--- src/hdl/tvq_pkg.sv ---
`default_nettype none

package tvq_pkg;

	localparam int EDGE_LOG2        = 8;
	localparam int EDGE_MAX         = 1 << EDGE_LOG2;
	localparam int TEX_AW           = 2 * EDGE_LOG2;
	localparam int TEX_WORDS        = 1 << TEX_AW;
	localparam int CB_ENTRIES       = 256;
	localparam int CB_WORDS         = CB_ENTRIES * 4;
	localparam int CB_AW            = $clog2(CB_WORDS);

	localparam int COORD_W    = 8;
	localparam int DIM_W      = 9;
	localparam int SH_W       = $clog2(DIM_W);
	localparam int MORTON_W   = 2 * COORD_W;
	localparam int WORD_W     = 16;
	localparam int CFG_IDX_W  = 3;
	localparam int CFG_DATA_W = 9;

	typedef enum logic [1:0] {
		REQ_TEXEL_WR    = 2'd0,
		REQ_CODEBOOK_WR = 2'd1,
		REQ_SAMPLE      = 2'd2
	} req_kind_t;

	typedef enum logic [1:0] {
		FMT_ARGB1555 = 2'd0,
		FMT_RGB565   = 2'd1,
		FMT_ARGB4444 = 2'd2
	} texel_fmt_t;

	typedef enum logic [CFG_IDX_W-1:0] {
		CFG_IMAGE_WIDTH   = 3'd0,
		CFG_IMAGE_HEIGHT  = 3'd1,
		CFG_TEXEL_FORMAT  = 3'd2,
		CFG_MORTON_ORDER  = 3'd3,
		CFG_VQ_MODE       = 3'd4,
		CFG_CODEBOOK_SIZE = 3'd5
	} cfg_reg_t;

	typedef struct packed {
		logic [1:0]         req_type;
		logic [15:0]        word_address;
		logic [15:0]        word_value;
		logic [COORD_W-1:0] coord_x;
		logic [COORD_W-1:0] coord_y;
	} req_t;

	typedef struct packed {
		logic [7:0] red;
		logic [7:0] green;
		logic [7:0] blue;
		logic [7:0] alpha;
		logic       coord_error;
	} rsp_t;

	// Outcome of the address stage for one sample.
	typedef struct packed {
		logic              coord_error;
		logic [TEX_AW-1:0] tex_addr;
		logic              byte_hi;
		logic [1:0]        sub;
	} addr_info_t;

endpackage

`default_nettype wire

--- src/hdl/tvq_addr.sv ---
`default_nettype none

module tvq_addr (
	input  logic [tvq_pkg::DIM_W-1:0]   image_width,
	input  logic [tvq_pkg::DIM_W-1:0]   image_height,
	input  logic                        morton_order,
	input  logic                        vq_mode,
	input  logic [tvq_pkg::COORD_W-1:0] coord_x,
	input  logic [tvq_pkg::COORD_W-1:0] coord_y,
	output tvq_pkg::addr_info_t         info
);
	import tvq_pkg::*;

	logic [DIM_W-1:0]    w, h, dmin;
	logic [SH_W-1:0]     sh;
	logic [MORTON_W-1:0] morton, hi_part;
	logic [COORD_W-1:0]  hi_bits;
	logic [DIM_W+COORD_W:0] stride;
	logic [31:0]         morton_wide, vq_wide, stride_wide;

	function automatic logic [DIM_W-1:0] clamp_edge(input logic [DIM_W-1:0] v);
		logic [DIM_W-1:0] r;
		r = v;
		if (v == '0) begin
			r = DIM_W'(1);
		end else if (32'(v) > EDGE_MAX) begin
			r = DIM_W'(EDGE_MAX);
		end
		return r;
	endfunction

	assign w    = clamp_edge(image_width);
	assign h    = clamp_edge(image_height);
	assign dmin = (w < h) ? w : h;

	// Floor of log2 of the smaller edge: position of the highest set bit.
	always_comb begin
		sh = '0;
		for (int i = 0; i < DIM_W; i++) begin
			if (dmin[i]) begin
				sh = SH_W'(i);
			end
		end
	end

	// Low sh bits of y go to even address bits, those of x to odd bits.
	always_comb begin
		morton = '0;
		for (int i = 0; i < COORD_W; i++) begin
			if (SH_W'(i) < sh) begin
				morton[2*i]   = coord_y[i];
				morton[2*i+1] = coord_x[i];
			end
		end
		hi_bits = (coord_x | coord_y) >> sh;
		hi_part = MORTON_W'(hi_bits) << {sh, 1'b0};
		morton  = morton | hi_part;
	end

	assign stride      = (DIM_W+COORD_W+1)'(coord_y) * (DIM_W+COORD_W+1)'(w)
		+ (DIM_W+COORD_W+1)'(coord_x);
	assign morton_wide = 32'(morton);
	assign vq_wide     = 32'(morton >> 3);
	assign stride_wide = 32'(stride);

	always_comb begin
		info.coord_error = (DIM_W'(coord_x) >= w) || (DIM_W'(coord_y) >= h);
		info.byte_hi     = morton[2];
		info.sub         = morton[1:0];
		if (vq_mode) begin
			info.tex_addr = vq_wide[TEX_AW-1:0];
		end else if (morton_order) begin
			info.tex_addr = morton_wide[TEX_AW-1:0];
		end else begin
			info.tex_addr = stride_wide[TEX_AW-1:0];
		end
	end

endmodule

`default_nettype wire

--- config.mk ---
export PLATFORM = sky130hd
export DESIGN_NAME = tvq_addr
export DESIGN_NICKNAME = d
export VERILOG_FILES = /design/src/hdl/tvq_pkg.sv /design/src/hdl/tvq_addr.sv
export SDC_FILE = /design/constraint.sdc
export NUM_CORES = 1
export LEC_CHECK = 0
export ABC_AREA = 1
export BUFFER_PORTS_ARGS = -buffer_cell sky130_fd_sc_hd__buf_4
export CAP_MARGIN = 20
export CORE_UTILIZATION = 50
export DETAILED_ROUTE_END_ITERATION = 12
export PLACE_DENSITY_LB_ADDON = 0.12
export SYNTH_ARGS = -nofsm -noshare
export SYNTH_HDL_FRONTEND = slang
export SYNTH_SLANG_ARGS = --single-unit
--- constraint.sdc ---
create_clock -name vclk -period 11.85
set_clock_uncertainty 0.2 [all_clocks]
set_input_delay 1.185 -clock vclk [all_inputs]
set_output_delay 1.185 -clock vclk [all_outputs]
set_load 0.05 [all_outputs]
# ---- Yosys cells after proc, flatten, opt, wreduce, memory -nomap -nowiden
# Index checks and enable logic that the tools add are counted.
dict set report word_totals {
  ff_bits 0
  latch_bits 0
  mem_bits_rw 0
  rom_bits 0
  output_inout_bits 20
  elab_cells 45
  mem_count 0
}
dict set report classes {
  n_addsub 1
  n_mul 1
  div_mod_pow 0
  n_lt_le_gt_ge 13
  eq_ne 0
  shifts 2
  muxes 23
  bitwise_logic 2
  reduce_logical 3
}
# op count
set ops {}
lappend ops {{$mux 9} 5}
lappend ops {{$mux 16} 2}
lappend ops {{$mux 4} 7}
lappend ops {{$ge 8x9->1} 2}
lappend ops {{$gt 9x9->1 const B} 2}
lappend ops {{$logic_not 9->1} 2}
lappend ops {{$add 16x8->16} 1}
lappend ops {{$lt 3x4->1 const A} 4}
lappend ops {{$mul 8x9->16} 1}
lappend ops {{$mux 2} 8}
lappend ops {{$or 16x16->16} 1}
lappend ops {{$shl 8x5->16} 1}
lappend ops {{$lt 9x9->1} 1}
lappend ops {{$lt 1x4->1 const A} 2}
lappend ops {{$lt 2x4->1 const A} 2}
lappend ops {{$or 8x8->8} 1}
lappend ops {{$shr 8x4->8} 1}
lappend ops {{$logic_or 1x1->1} 1}
lappend ops {{$mux 1} 1}

# ---- Logic depth before layout (Yosys ltp)
dict set report depth {
  depth_word 18
  mapped_depth 31
  mapped_depth_nobuf 31
}

# ---- Least setup slack after synthesis
# Ideal clock, no wire load.
dict set report synth_timing {
  path_type {input-to-output}
  startpoint {in image_width[5] (netlist name)}
  endpoint {out info[18] (netlist name)}
  arrival_time_ns 6.635
  slack_ns 3.830
  cell_stages 24
  cell_sequence {nor2_1 nand2_1 o21ai_2 nand2_1 inv_1 nand2_1 fa_1 inv_1 fa_1 fa_1 fa_1 ha_1 a21oi_1 nor2_1 a2111oi_0 nor2_1 nor2_1 inv_1 a21oi_1 o21ai_0 a21oi_1 xor2_1 o21ai_0 a21oi_1}
}
# element line_no
set synth_rtl {}
lappend synth_rtl {{start: declaration} tvq_addr.sv:4} ;# input logic [tvq_pkg::DIM_W-1:0] image_width,
lappend synth_rtl {{end: declaration} tvq_addr.sv:10} ;# output tvq_pkg::addr_info_t info

==> flow_metrics.env <==
export IMPL_wl_per_cell_um=15.8
export IMPL_yosysWarnings=0
export IMPL_irDropWorstVdd_v=0.0000583
export IMPL_rsz0062_at_grt="no"
export IMPL_nNetsFinal=875
export IMPL_synthCells=689
export IMPL_post_route_period_util=0.702
export IMPL_drt_initial_drc_count=177
export IMPL_grt_max_degree=26
export IMPL_syn_nets=834
export IMPL_cts_repair_resized=0
export IMPL_crit_type="in -> out"
export IMPL_crit_start="image_width[5]"
export IMPL_status="complete, no violations"
export IMPL_end_kind="output port"
export IMPL_flops_and_latches=0
export IMPL_route_detailed_drc=0
export IMPL_synth_xor_area_frac=0.0292
export IMPL_slowest_delay_ns=0.57
export IMPL_crit_path_max_fanout=6
export IMPL_final_cell_mix="nand2_1, inv_1, ha_1, buf_4, nand3_1"
export IMPL_synthSimpleGateAreaFrac=0.351
export IMPL_pin_count=56
export IMPL_antenna_found_initial=0
export IMPL_antenna_cells=0
export IMPL_crit_required_ns=10.47
export IMPL_core_um2=8720
export IMPL_max_freq_mhz=120
export IMPL_slew_headroom=0.317
export IMPL_clockBufferCount=0
export IMPL_gp_congestion=0.978
export IMPL_final_hold_violation_count=0
export IMPL_start_util=0.516
export IMPL_max_cap_violations=0
export IMPL_antenna_left=0
export IMPL_min_from="vq_mode"
export IMPL_cp_top_family="adder cells"
export IMPL_synthAdderAreaFrac=0.385
export IMPL_synth_avg_cell_area_um2=6.53
export IMPL_synth_top_family_by_area="adder cells"
export IMPL_track_usage=0.293
export IMPL_synth_area_mux_share=0
export IMPL_rows=34
export IMPL_tns_ns=0
export IMPL_fill_cells=888
export IMPL_dieArea_um2=9380
export IMPL_setup_violations=0
export IMPL_final_common_cell="nand2_1"
export IMPL_worstMarginPinSlew_ns=1.02
export IMPL_die_x_um=96.9
export IMPL_drt_wl_total_um=13200
export IMPL_worstHoldPathType="in -> out"
export IMPL_synth_seq_area_share=0
export IMPL_cp_num_buf_inv=5
export IMPL_drive_above_1_share=0.133
export IMPL_ys_types=38
export IMPL_slew_violations=0
export IMPL_syn_cell_area_um2=4500
export IMPL_p_leak_nw=2.87
export IMPL_worstPathArrival_ns=6.93
export IMPL_numPortBuffers=56
export IMPL_holdBufCountCts=0
export IMPL_grt_ovfl_total=0
export IMPL_die_h_um=96.9
export IMPL_finish_utilization=0.566
export IMPL_vias=4616
export IMPL_grt_pass1_wl_um=22600
export IMPL_seq_area_um2=0
export IMPL_viasPerCell=5.52
export IMPL_area_delta_synth_final_pct=9.76
export IMPL_dr_pass1_iters=5
export IMPL_period_needed_ns=8.31
export IMPL_critical_path_slowest_cell="a2111oi_0"
export IMPL_cts_setup_buffers=0
export IMPL_grt_pass1_vias=4633
export IMPL_detailed_place_hpwl_um=11000
export IMPL_synth_compound_area_share=0.0998
export IMPL_cp_start_kind="input pin"
export IMPL_power_density_nw_per_um2=98.5
final timing paths:
| kind | end | cells after the start |
|---|---|---|
| setup / recovery | info[18] | 26 |
| hold / removal | info[5] | 4 |
synth_stat cells (2+ instances only):
master	instances	area (um2)
a21boi_0	2	15.0
a21oi_1	25	125
nand3_1	55	275
o21bai_1	2	15.0
o31ai_1	2	15.0
nor2_8	4	80.1
buf_2	2	10.0
xnor2_1	4	35.0
nand3_2	7	70.1
xor2_1	11	96.3
nand2_4	7	78.8
nand4_1	6	37.5
nor2_2	2	12.5
ha_1	60	751
o211ai_1	2	15.0
o21ai_0	22	110
o21ai_4	3	48.8
inv_2	4	15.0
o21ai_2	3	26.3
clkbuf_1	8	30.0
clkinv_1	3	11.3
and2_1	2	12.5
nand2_1	192	721
inv_1	123	462
buf_6	3	33.8
buf_4	3	22.5
nand2_2	9	56.3
o21ai_1	11	55.1
nand3b_1	2	15.0
nor2_1	54	203
fa_1	49	981
metal layers:
| metal | vias up | share of wire | GRT usage |
|---|---|---|---|
| li1 | 2229 | - | - |
| met1 | 2174 | 0.43 | 0.394 |
| met2 | 182 | 0.47 | 0.510 |
| met3 | 31 | 0.068 | 0.0202 |
| met4 | 0 | 0.032 | 0.0769 |
| met5 | - | 0 | 0 |
final cells by class:
type	count	area [um2]	area share
Tap cell	108	135	0.0274
Inverter	131	494	0.100
Timing Repair Buffer	56	420	0.0851
Multi-Input combinational cell	541	3890	0.787
metrics by stage:
stage	worst slack (ns)	cell area [um2]	power [mW]	hold WS, ns	std cells
CTS	3.55	4940	0.484	2.65	836
finish	3.54	4940	0.486	2.65	836
global placement	3.65	4940	0.476	2.64	836
global route	3.11	4940	0.546	2.67	836
floorplan	3.83	4500	0.371	2.51	689
detailed placement	3.56	4940	0.482	2.64	836
cell families (layout without fill, tap and decap cells):
| logic type | after synthesis | count (layout) |
|---|---|---|
| compound gates | 75 | 75 |
| xor+xnor | 15 | 15 |
| fa+ha+maj | 109 | 109 |
| buf+inv | 148 | 187 |
| simple gates | 342 | 342 |
power breakdown:
group	switching [mW]	internal, mW
Sequential	0	0
Combinational	0.322	0.165
Clock	0	0
Note: power is estimated with default switching activity, not from simulation.
